$ cat src/design/swrm_pkg.sv
// shared types and constants of the sliding window rate meter
package swrm_pkg;

    localparam int TIME_W    = 32;
    localparam int VAL_W     = 32;
    localparam int RATE_W    = 48;
    localparam int TOTAL_W   = 64;
    localparam int COUNT_W   = 7;
    localparam int CFG_IDX_W = 1;
    localparam int CFG_W     = 32;

    localparam int DIV_STEPS = RATE_W;
    localparam int DIV_CNT_W = $clog2(DIV_STEPS);

    localparam logic [RATE_W-1:0] RATE_MAX = '1;

    localparam logic [CFG_W-1:0] RATE_WINDOW_RST    = 32'd1000000;
    localparam logic [CFG_W-1:0] ROLLING_WINDOW_RST = 32'd10000000;

    // request opcodes
    localparam logic OP_ADD   = 1'b0;
    localparam logic OP_QUERY = 1'b1;

    // configuration register indexes
    localparam logic [CFG_IDX_W-1:0] REG_RATE_WINDOW    = 1'd0;
    localparam logic [CFG_IDX_W-1:0] REG_ROLLING_WINDOW = 1'd1;

    typedef enum logic [3:0] {
        S_IDLE,
        S_DROP,
        S_WRITE,
        S_TRIM_WAIT,
        S_TRIM_CHK,
        S_Q_CHK,
        S_Q_MUL1,
        S_Q_MUL2,
        S_Q_SAT,
        S_Q_DIV,
        S_Q_OUT
    } t_state;

    typedef struct packed {
        logic capture;
        logic drop;
        logic set_flag;
        logic write;
        logic el_load;
        logic rate_zero;
        logic rate_max;
        logic mul1;
        logic mul2;
        logic div_init;
        logic div_step;
        logic out_load;
    } t_dp_cmd;

    typedef struct packed {
        logic in_query;
        logic full;
        logic empty;
        logic early;
        logic trim_hit;
        logic no_elapsed;
        logic rate_sat;
        logic div_last;
    } t_dp_sts;

endpackage

$ cat src/design/swrm_ctrl.sv
// sequencer for adds, trimming and the query division
module swrm_ctrl import swrm_pkg::*; (
    input  logic    i_clk,
    input  logic    i_rst_n,
    input  logic    i_in_valid,
    output logic    o_in_ready,
    output logic    o_out_valid,
    input  logic    i_out_ready,
    input  t_dp_sts i_sts,
    output t_dp_cmd o_cmd
);
    t_state r_state;
    t_state n_state;
    logic   r_out_valid;
    logic   n_out_valid;
    logic   w_out_free;

    assign w_out_free = !r_out_valid || i_out_ready;

    always_comb begin
        n_state = r_state;
        case (r_state)
            S_IDLE: begin
                if (i_in_valid) begin
                    if (i_sts.in_query) begin
                        n_state = S_Q_CHK;
                    end else if (i_sts.full) begin
                        n_state = S_DROP;
                    end else begin
                        n_state = S_WRITE;
                    end
                end
            end
            S_DROP:      n_state = S_WRITE;
            S_WRITE:     n_state = i_sts.early ? S_IDLE : S_TRIM_WAIT;
            S_TRIM_WAIT: n_state = S_TRIM_CHK;
            S_TRIM_CHK: begin
                n_state = (!i_sts.empty && i_sts.trim_hit) ? S_TRIM_WAIT : S_IDLE;
            end
            S_Q_CHK: begin
                n_state = (i_sts.empty || i_sts.no_elapsed) ? S_Q_OUT : S_Q_MUL1;
            end
            S_Q_MUL1: n_state = S_Q_MUL2;
            S_Q_MUL2: n_state = S_Q_SAT;
            S_Q_SAT:  n_state = i_sts.rate_sat ? S_Q_OUT : S_Q_DIV;
            S_Q_DIV:  n_state = i_sts.div_last ? S_Q_OUT : S_Q_DIV;
            S_Q_OUT:  n_state = w_out_free ? S_IDLE : S_Q_OUT;
            default:  n_state = S_IDLE;
        endcase
    end

    always_comb begin
        o_cmd      = '0;
        o_in_ready = 1'b0;
        case (r_state)
            S_IDLE: begin
                o_in_ready    = 1'b1;
                o_cmd.capture = i_in_valid;
            end
            S_DROP: begin
                o_cmd.drop     = 1'b1;
                o_cmd.set_flag = 1'b1;
            end
            S_WRITE:    o_cmd.write = 1'b1;
            S_TRIM_CHK: o_cmd.drop  = !i_sts.empty && i_sts.trim_hit;
            S_Q_CHK: begin
                if (i_sts.empty) begin
                    o_cmd.rate_zero = 1'b1;
                end else if (i_sts.no_elapsed) begin
                    o_cmd.rate_max = 1'b1;
                end else begin
                    o_cmd.el_load = 1'b1;
                end
            end
            S_Q_MUL1: o_cmd.mul1 = 1'b1;
            S_Q_MUL2: o_cmd.mul2 = 1'b1;
            S_Q_SAT: begin
                o_cmd.rate_max = i_sts.rate_sat;
                o_cmd.div_init = !i_sts.rate_sat;
            end
            S_Q_DIV: o_cmd.div_step = 1'b1;
            S_Q_OUT: o_cmd.out_load = w_out_free;
            default: ;
        endcase
    end

    // result register holds until taken, then frees for the next query
    always_comb begin
        n_out_valid = r_out_valid;
        if (o_cmd.out_load) begin
            n_out_valid = 1'b1;
        end else if (i_out_ready) begin
            n_out_valid = 1'b0;
        end
    end

    always_ff @(posedge i_clk) begin
        if (!i_rst_n) begin
            r_state     <= S_IDLE;
            r_out_valid <= 1'b0;
        end else begin
            r_state     <= n_state;
            r_out_valid <= n_out_valid;
        end
    end

    assign o_out_valid = r_out_valid;
endmodule

$ cat config.mk
export PLATFORM = sky130hd
export DESIGN_NAME = swrm_ctrl
export DESIGN_NICKNAME = d
export VERILOG_FILES = /design/src/design/swrm_pkg.sv /design/src/design/swrm_ctrl.sv
export SDC_FILE = /design/constraint.sdc
export NUM_CORES = 1
export LEC_CHECK = 0
export ABC_AREA = 0
export BUFFER_PORTS_ARGS = -buffer_cell sky130_fd_sc_hd__clkbuf_2
export CORE_AREA = 5 5 42 44
export CTS_CLUSTER_SIZE = 12
export DETAILED_ROUTE_END_ITERATION = 16
export DIE_AREA = 0 0 47 49
export PLACE_DENSITY_LB_ADDON = 0.3
export SETUP_SLACK_MARGIN = 0.02
export SYNTH_ARGS = -nofsm -noshare
export SYNTH_HDL_FRONTEND = slang
export SYNTH_SLANG_ARGS = --single-unit
$ cat constraint.sdc
create_clock -name i_clk -period 3.8 [get_ports i_clk]
set_clock_uncertainty 0.15 [all_clocks]
set_input_delay 0.19 -clock i_clk [delete_from_list [all_inputs] [get_ports i_clk]]
set_output_delay 0.19 -clock i_clk [all_outputs]
set_load 0.1 [all_outputs]
==> impl_metrics.py, run 1 <==
metrics = {
    "placed_design": {
        "detailed_place.area_um2": 592,
        "finalWeightedCongestion": 0.748,
        "placed_cells_incl_taps": 100,
        "dp_slack_ps": 1700,
        "detailed_place_hpwl_um": 989,
        "portBuffers": 25,
    },
    "synth": {
        "synth_cell_types": 30,
        "synthesis.area_per_instance_um2": 7.37,
        "seq_area_frac_synth": 0.212,
        "synth.cell_area_um2": 472,
        "number_of_enable_flip_flop_cells_after_synthesis": 0,
        "ys_ff_latch": 5,
        "post_synth_arst_share": 0,
        "yosysWarnings": 0,
        "synthesis.instances": 64,
        "dominantRegCellSynth": "dfxtp_1",
        "synth_fp_nets": 76,
    },
    "setup_path": {
        "critical_path.startpoint": "r_state[2]",
        "worst_path_max_stage_delay_ps": 580,
        "cp-start-kind": "register",
        "origin_of_the_critical_flop_to_flop_path": "r_state[2]",
        "crit_required_ps": 3460,
        "r2r_setup_slack_ps": 2000,
        "timing.rr.end": "r_state[0]",
        "critical_path_data_arrival_time_ps": 2000,
        "path_buf_inv": 1,
        "worstRegToRegCells": 4,
        "criticalPathCategory": "reg2out",
        "cpMaxStageDelayCell": "dfxtp_1",
        "path_max_fanout": 14,
        "cp-end-kind": "output pin",
        "critical-path-top-delay-family": "flip-flops",
        "cp_cell_sequence": "and2b_4 > nand2_1 > mux2_2 > nor3_1 > clkbuf_2",
    },
    "floorplan": {
        "die_y_um": 49,
        "fp-row-count": 14,
        "die-width_um": 47,
        "starting_density": 0.337,
        "design.core.area_um2": 1400,
        "die_area_um2": 2300,
        "boundaryPins": 26,
    },
    "timing": {
        "final.setup.tns_ps": 0,
        "post-route-min-period_ps": 2340,
        "timing.final.hold_violations": 0,
        "max_freq_mhz": 427,
        "setup_ws_ps": 1460,
        "worst-slew-pin-transition_ps": 544,
        "maxSlewViolCount": 0,
        "setup_repair_after_global_routing_missed_its_margin": "false",
        "timing.final.crit_share": 0.617,
        "fin_worst_hold_slack_ps": 41.7,
        "slew_headroom": 0.639,
        "setup_viol": 0,
    },
    "grt": {
        "grt_pass1_wl_um": 2050,
        "grtUsageTotal": 0.119,
        "grt_start_max_net_pins": 15,
        "grt_pass1_vias": 498,
        "antenna_found_initial": 0,
        "globalRouteOverflowTotal": 0,
    },
    "clocking": {
        "clockBufferDepth": 2,
        "tritoncts_num_sinks": 5,
        "cts_inserted_buffers": 3,
        "cts_hold_buffers": 0,
        "ctsRootBufferMaster": "clkbuf_4",
        "worst_skew_pair.late_latency_ps": 240,
        "post_cts.repair.setup_buffers": 0,
        "cts-resized-gates": 0,
        "cts_tree": "yes",
        "cts.reportedPaths.clkPinSlew_ps": 40,
        "h-tree-depth": 1,
    },
    "hold_path": {
        "hold_depth": 2,
        "hold_path_class": "in2reg",
        "min_to": "o_out_valid",
        "worst_hold_startpoint": "i_rst_n",
    },
    "detailed_routing": {
        "route.vias.total": 528,
        "route.detailed.wl_per_inst_um": 12.0,
        "totalWireLength_um": 1240,
        "vias_per_cell": 5.08,
        "firstDrtPassIters": 2,
        "number_of_design_rule_violations_left_by_the_first_detailed_router_iteration": 5,
        "drt.antenna.violating_nets": 0,
        "remaining_drc_errors": 0,
    },
    "pwr": {
        "maximum_vdd_drop_mv": 0.375,
        "powerDensity_nw_per_um2": 762,
        "power.static_leakage_uw": 0.000272,
    },
    "cells_and_area": {
        "area_delta_synth_final_pct": 31.0,
        "multi_input_comb_area_um2": 339,
        "number_of_fillers_in_the_final_layout": 170,
        "regArea_um2": 100,
        "num-nets-final": 101,
        "insertedDiodeCount": 0,
        "finish.instance_area_um2": 618,
        "drive_above_1_share": 0.432,
        "layout.cells.non_filler": 104,
    },
    "status": {
        "outcome": "completed",
    },
    "job": {
        "cap_viol_max_count": 0,
    },
}
==> sequential cells by signal, indices dropped and copies added (netlist names) <==
name and flops:
o_out_valid 1, r_state 4
==> cells in the mapped netlist (2+ instances only) <==
cell | n | area [um2]
clkbuf_1 | 2 | 7.51
a21oi_1 | 3 | 15.0
nor3_1 | 6 | 30.0
nor2b_1 | 2 | 12.5
nand2_1 | 8 | 30.0
dfxtp_1 | 5 | 100
a31oi_1 | 3 | 18.8
nor2_1 | 6 | 22.5
nor4_2 | 2 | 25.0
and3_1 | 2 | 12.5
nand2b_1 | 5 | 31.3
buf_2 | 2 | 10.0
==> cells by family (layout without fill, tap and decap cells) <==
group,after synthesis,in the layout,synth area share
AOI/OAI and AO/OA,14,14,0.244
muxes,1,1,0.0239
buffers and inverters,7,31,0.0690
and+or+nand+nor,37,37,0.451
DFF,5,5,0.212
==> placed cells by master, fill, tap and decap left out, drive strengths merged, types with 3 or more instances in the layout <==
master	count
nand2b	5
nand2	8
clkbuf	29
dfxtp	5
a21oi	4
a31oi	3
nor2	6
nor3	6
nor4	3
==> metrics by stage <==
step	total power, uW	utilization
detailed placement	412	0.422
global route	505	0.441
CTS	477	0.441
global placement	410	0.422
floorplan	370	-
finish	471	0.441
==> power breakdown <==
part / switching [uW] / internal (uW)
sequential: 36.2 / 62.8
combinational: 239 / 72.4
clock: 21.7 / 39.7
==> metal layers <==
| layer | track usage | share of wire | up-vias | routed length (um) |
|---|---|---|---|---|
| li1 | - | - | 278 | - |
| met3 | 0.0590 | 0.090 | 0 | 112 |
| met1 | 0.160 | 0.49 | 227 | 611 |
| met2 | 0.167 | 0.42 | 23 | 519 |
| met5 | 0 | 0 | - | 0 |
| met4 | 0.0276 | 0 | 0 | 0 |
==> how the worst max path moves through the flow <==
stage          slack [ps]  depth (start not counted)         to
2_1_floorplan         310                          2  o_cmd[11]
5_1_grt              1300                          5   o_cmd[5]
3_3_place_gp         1740                          5  o_cmd[10]
6_report             1460                          5  o_cmd[10]
4_1_cts              1430                          5  o_cmd[10]
3_5_place_dp         1700                          5  o_cmd[10]
==> layout make-up <==
cell class              count  area share
clock buffers               4      0.0425
inverters                   2      0.0121
multi-input cells          52       0.549
flip-flops and latches      5       0.162
well taps                  16      0.0324
repair buffers             25       0.202
(Power assumes the default switching activity.)
==> run 2, diff against run 1 <==
ABC_AREA = 1   (was 0)
clock period = 1.9 ns   (was 3.8 ns; I/O delays follow)
==> impl_metrics.py, run 2 <==
metrics = {
    "timing": {
        "setup_repair_after_global_routing_missed_its_margin": "false",
        "maxSlewViolCount": 0,
        "timing.final.crit_share": 0.931,
        "setup_viol": 0,
        "slew_headroom": 0.641,
        "setup_ws_ps": 131,
        "post-route-min-period_ps": 1770,
        "timing.final.hold_violations": 0,
        "max_freq_mhz": 565,
        "worst-slew-pin-transition_ps": 541,
    },
    "setup_path": {
        "critical_path_data_arrival_time_ps": 1520,
        "cpMaxStageDelayCell": "dfxtp_1",
        "worst_path_max_stage_delay_ps": 430,
        "cp-start-kind": "register",
        "path_buf_inv": 3,
        "cp-end-kind": "output pin",
        "criticalPathCategory": "reg2out",
        "critical-path-top-delay-family": "buffers and inverters",
        "cp_cell_sequence": "inv_1 > nor2_1 > nand2_1 > inv_1 > buf_2",
        "critical_path.most_common_cell": "inv_1",
        "path_max_fanout": 4,
        "crit_required_ps": 1650,
    },
    "pwr": {
        "powerDensity_nw_per_um2": 1300,
        "power.static_leakage_uw": 0.000432,
        "maximum_vdd_drop_mv": 0.784,
    },
    "grt": {
        "antenna_found_initial": 0,
        "grt_start_max_net_pins": 7,
        "grt_pass1_vias": 562,
        "globalRouteOverflowTotal": 0,
        "grt_pass1_wl_um": 2210,
        "grtUsageTotal": 0.136,
    },
    "synth": {
        "number_of_enable_flip_flop_cells_after_synthesis": 0,
        "synth_compound_gate_area_share": 0.137,
        "yosysMostFrequentCell": "nor2_1",
        "seq_area_frac_synth": 0.211,
        "post_synth_xor_area_fraction": 0,
        "netlist_top_cells_count": "nor2_1, inv_1, nand2_1, nand3_1, dfxtp_1",
        "synth_top_area_frac": 0.211,
        "synth.cell_area_um2": 475,
        "synth.area.mux_share": 0,
        "synth_fp_nets": 100,
        "ys_ff_latch": 5,
        "synthesis.instances": 88,
        "yosysWarnings": 0,
        "synth-adder-area-share": 0,
        "synth_top_family_by_area": "simple AND/OR/NAND/NOR gates",
        "synth-simple-area-share": 0.471,
        "dominantRegCellSynth": "dfxtp_1",
        "post_synth_arst_share": 0,
        "synth_cell_types": 18,
        "post-synth-top-area-cell": "dfxtp_1",
        "synth.top_cells.by_area": "dfxtp_1, nor2_1, inv_1, nand2_1, nand3_1",
        "synthesis.area_per_instance_um2": 5.40,
    },
    "detailed_routing": {
        "remaining_drc_errors": 0,
        "totalWireLength_um": 1440,
        "drt.antenna.violating_nets": 0,
        "route.vias.total": 636,
        "firstDrtPassIters": 4,
        "vias_per_cell": 4.71,
        "route.detailed.wl_per_inst_um": 10.6,
        "number_of_design_rule_violations_left_by_the_first_detailed_router_iteration": 10,
    },
    "clocking": {
        "cts_tree": "yes",
        "ctsRootBufferMaster": "clkbuf_4",
        "clockBufferDepth": 2,
        "tritoncts_num_sinks": 5,
        "cts.reportedPaths.clkPinSlew_ps": 50,
        "cts_inserted_buffers": 3,
        "h-tree-depth": 1,
        "worst_skew_pair.late_latency_ps": 250,
        "post_cts.repair.setup_buffers": 0,
    },
    "floorplan": {
        "design.core.area_um2": 1400,
        "die-width_um": 47,
        "die_area_um2": 2300,
        "starting_density": 0.339,
        "fp-row-count": 14,
        "boundaryPins": 26,
        "die_y_um": 49,
    },
    "cells_and_area": {
        "max_reg_flops": 4,
        "final_util": 0.519,
        "insertedDiodeCount": 0,
        "finish.instance_area_um2": 727,
        "max_flop_register": "r_state",
        "area_delta_synth_final_pct": 52.9,
        "num-nets-final": 132,
        "drive_above_1_share": 0.361,
        "layout_common_cells": "nand2_1, inv_1, nor2_1, clkbuf_2",
    },
    "status": {
        "outcome": "completed",
    },
    "placed_design": {
        "finalWeightedCongestion": 0.902,
        "dp_slack_ps": 382,
        "portBuffers": 25,
        "detailed_place_hpwl_um": 1160,
        "detailed_place.area_um2": 671,
    },
    "job": {
        "cap_viol_max_count": 0,
    },
    "hold_path": {
        "hold_path_class": "in2reg",
    },
}
## run 2: cell count changes after synthesis, sizes merged, moves of 3 or more
cell,change
nor2,+17
inv,+19
nand2b,-5
nor4,-3
o21ai,+4
nand2,+10
a31oi,-3
nand3,+7
nor3,-5
## run 2: where the power goes
| group | internal [uW] | total, uW | switching [uW] | leakage (uW) |
|---|---|---|---|---|
| Sequential | 124 | 154 | 29.8 | 0.0000408 |
| Clock | 80.2 | 136 | 55.7 | 0.0000150 |
| Combinational | 136 | 655 | 519 | 0.000376 |
## run 2: layer usage
layer  vias up  track usage  wire length, um
li1        330            -                -
met1       273        0.132              536
met2        25        0.226              727
met3         8       0.0443              110
met4         0       0.0968               61
met5         -            0                0
## run 2: what timing repair did
action / in CTS / in global routing
gates resized for setup: 0 / 2
setup endpoints to repair: 0 / 2
hold buffers: 3 / 0
endpoints found under the hold margin: 3 / 0
## run 2: worst register-to-register path, delay by kind of cell (launching register included)
family / cells / cell delay (ps)
and+or+nand+nor: 3 / 470
AOI/OAI and AO/OA: 1 / 250
DFF: 1 / 360
## run 2: area by class of cell
class / instances / area [um2]
fillers: 165 / 674
multi-input cells: 61 / 314
flip-flops and latches: 5 / 100
clock buffers: 4 / 26.3
repair buffers: 28 / 188
well taps: 16 / 20.0
inverters: 21 / 78.8
## run 2: path summary, 6_finish.rpt
check / start / to / slack [ps] / cells after the start
max: r_state[2] / o_cmd[4] / 130 / 5
min: i_in_valid / r_state[1] / 6 / 3
max reg2reg: r_state[1] / r_state[2] / 550 / 4
min reg2reg: o_out_valid / o_out_valid / 430 / 4
## run 2: kinds of logic (layout without fill, tap and decap cells)
| logic type | after synthesis | in the layout |
|---|---|---|
| AOI/OAI and AO/OA | 10 | 10 |
| buffers and inverters | 22 | 53 |
| DFF | 5 | 5 |
| and+or+nand+nor | 51 | 51 |
## run 2: stage by stage
stage / instances / hold slack [ps] / setup TNS (ps) / power, uW
detailed placement: 128 / 150 / 0 / 801
global route: 135 / 6.36 / 0 / 996
global placement: 128 / 154 / 0 / 795
CTS: 135 / 1.42 / 0 / 949
finish: 135 / 5.70 / 0 / 945
floorplan: 88 / 42.6 / -430 / 680
==> run 3, diff against run 2 <==
HOLD_SLACK_MARGIN = 0.05   (was default)
==> impl_metrics.py, run 3 (synthesis gave the netlist of run 2 again) <==
metrics = {
    "placed_design": {
        "finalWeightedCongestion": 0.902,
        "portBuffers": 25,
        "detailed_place_hpwl_um": 1160,
        "detailed_place.area_um2": 671,
    },
    "grt": {
        "grt_pass1_wl_um": 2240,
        "grt_pass1_vias": 573,
        "antenna_found_initial": 0,
        "grt_start_max_net_pins": 7,
        "globalRouteOverflowTotal": 0,
        "grtUsageTotal": 0.137,
    },
    "cells_and_area": {
        "regArea_um2": 105,
        "leading_cell_type_in_the_layout_fill_and_taps_excluded": "inv_1",
        "max_flop_register": "r_state",
        "max_reg_flops": 4,
        "num-nets-final": 135,
        "multi_input_comb_area_um2": 329,
        "layout_common_cells": "inv_1, nand2_1, clkbuf_2, nor2_1",
        "area_delta_synth_final_pct": 63.4,
        "finish.instance_area_um2": 777,
        "number_of_fillers_in_the_final_layout": 154,
        "drive_above_1_share": 0.393,
        "final_util": 0.554,
        "insertedDiodeCount": 0,
    },
    "timing": {
        "post-route-min-period_ps": 1790,
        "setup_repair_after_global_routing_missed_its_margin": "false",
        "setup_viol": 0,
        "timing.final.hold_violations": 0,
        "fin_worst_hold_slack_ps": 77.2,
        "slew_headroom": 0.641,
        "maxSlewViolCount": 0,
        "final.setup.tns_ps": 0,
        "max_freq_mhz": 559,
        "timing.final.crit_share": 0.941,
        "worst-slew-pin-transition_ps": 541,
    },
    "detailed_routing": {
        "firstDrtPassIters": 4,
        "route.detailed.wl_per_inst_um": 10.5,
        "drt.antenna.violating_nets": 0,
        "vias_per_cell": 4.64,
        "remaining_drc_errors": 0,
        "number_of_design_rule_violations_left_by_the_first_detailed_router_iteration": 18,
        "route.vias.total": 640,
        "totalWireLength_um": 1460,
    },
    "status": {
        "outcome": "completed",
    },
    "pwr": {
        "netSwitchingPower_uw": 617,
        "maximum_vdd_drop_mv": 0.798,
        "power.internal_uw": 364,
        "power_frac_seq": 0.165,
        "power.share.switching": 0.629,
        "powerDensity_nw_per_um2": 1260,
        "p_comb_frac": 0.697,
        "p_clk_frac": 0.139,
        "power.static_leakage_uw": 0.000447,
    },
    "setup_path": {
        "crit_path_end": "r_state[0]",
        "cpMaxStageDelayCell": "dlygate4sd3_1",
        "path_buf_inv": 3,
        "criticalPathCategory": "reg2reg",
        "worstRegToRegCells": 7,
        "path_max_fanout": 5,
        "timing.rr.end": "r_state[0]",
        "critical_path_data_arrival_time_ps": 1830,
        "worst_path_max_stage_delay_ps": 550,
        "critical-path-top-delay-family": "buffers and inverters",
        "cp_cell_sequence": "inv_2 > nor2_1 > nand3b_1 > o21ai_1 > inv_1 > a21oi_2 > dlygate4sd3_1",
        "r2r_setup_slack_ps": 110,
        "origin_of_the_critical_flop_to_flop_path": "r_state[1]",
        "cp-start-kind": "register",
        "cp.depth": 7,
        "crit_required_ps": 1940,
        "critical_path.startpoint": "r_state[1]",
        "cp-end-kind": "register",
    },
    "floorplan": {
        "die-width_um": 47,
        "fp-row-count": 14,
        "design.core.area_um2": 1400,
        "boundaryPins": 26,
        "die_area_um2": 2300,
        "die_y_um": 49,
        "starting_density": 0.339,
    },
    "clocking": {
        "h-tree-depth": 1,
        "cts_tree": "yes",
        "cts_inserted_buffers": 3,
        "worst_skew_pair.late_latency_ps": 250,
        "post_cts.repair.setup_buffers": 0,
        "tritoncts_num_sinks": 5,
        "cts.reportedPaths.clkPinSlew_ps": 50,
        "ctsRootBufferMaster": "clkbuf_4",
        "clockBufferDepth": 2,
    },
    "job": {
        "cap_viol_max_count": 0,
    },
    "hold_path": {
        "worst_hold_startpoint": "i_sts[7]",
        "hold_path_class": "in2reg",
    },
}
## run 3: cell types whose count changed in the layout (fill, tap and decap cells not counted)
cell | before | now
dfxtp_1 | 5 | 1
dfxtp_2 | 0 | 4
dlygate4sd3_1 | 3 | 6
buf_2 | 2 | 0
clkbuf_2 | 15 | 17
nand2_1 | 18 | 17
nand2_2 | 0 | 1
nor2_2 | 6 | 5
nor2_4 | 1 | 2
o21ai_2 | 2 | 1
o21ai_4 | 0 | 1
## run 3: what timing repair did
action                                  in CTS  in global routing
gates resized for setup                      0                  7
hold buffers                                 6                  0
endpoints found under the hold margin        5                  0
endpoints found under the setup margin       0                  3
## run 3: power groups by stage
stage,clock network [uW],registers [uW],logic (uW)
floorplan,0,151,530
global placement,0,153,642
detailed placement,0,154,647
CTS,140,152,670
global route,150,164,721
finish,136,161,684
## run 3: final cells by class
class | instances | area share
Sequential cell | 5 | 0.135
Clock buffer | 4 | 0.0338
Multi-Input combinational cell | 61 | 0.424
Timing Repair Buffer | 31 | 0.280
Inverter | 21 | 0.101
Tap cell | 16 | 0.0258
## run 3: how the worst min path moves through the flow
stage	endpoint	slack, ps	cells after the start
global route	r_state[2]	130	5
detailed placement	r_state[3]	150	3
finish	r_state[2]	80	5
CTS	r_state[2]	80	5
floorplan	r_state[3]	40	2
global placement	r_state[3]	150	3
## run 3: metal layers
| layer | wire [um] | vias to the layer above | GRT usage |
|---|---|---|---|
| li1 | - | 333 | - |
| met1 | 534 | 272 | 0.134 |
| met2 | 743 | 27 | 0.229 |
| met3 | 119 | 8 | 0.0443 |
| met4 | 58 | 0 | 0.0968 |
| met5 | 0 | - | 0 |
## run 3: worst reg2reg max path, cell delays in order, from the launching register on
cell and delay, ps:
dfxtp_2 390, inv_2 60, nor2_1 160, nand3b_1 130, o21ai_1 90, inv_1 60
a21oi_2 120, dlygate4sd3_1 550
## run 3: stage by stage
| stage | std cells | total power [uW] | worst slack, ps |
|---|---|---|---|
| 4_1_cts | 138 | 961 | 41.1 |
| 2_1_floorplan | 88 | 680 | -215 |
| 3_3_place_gp | 128 | 795 | 365 |
| 3_5_place_dp | 128 | 801 | 382 |
| 5_1_grt | 138 | 1040 | 35.2 |
| 6_report | 138 | 981 | 112 |
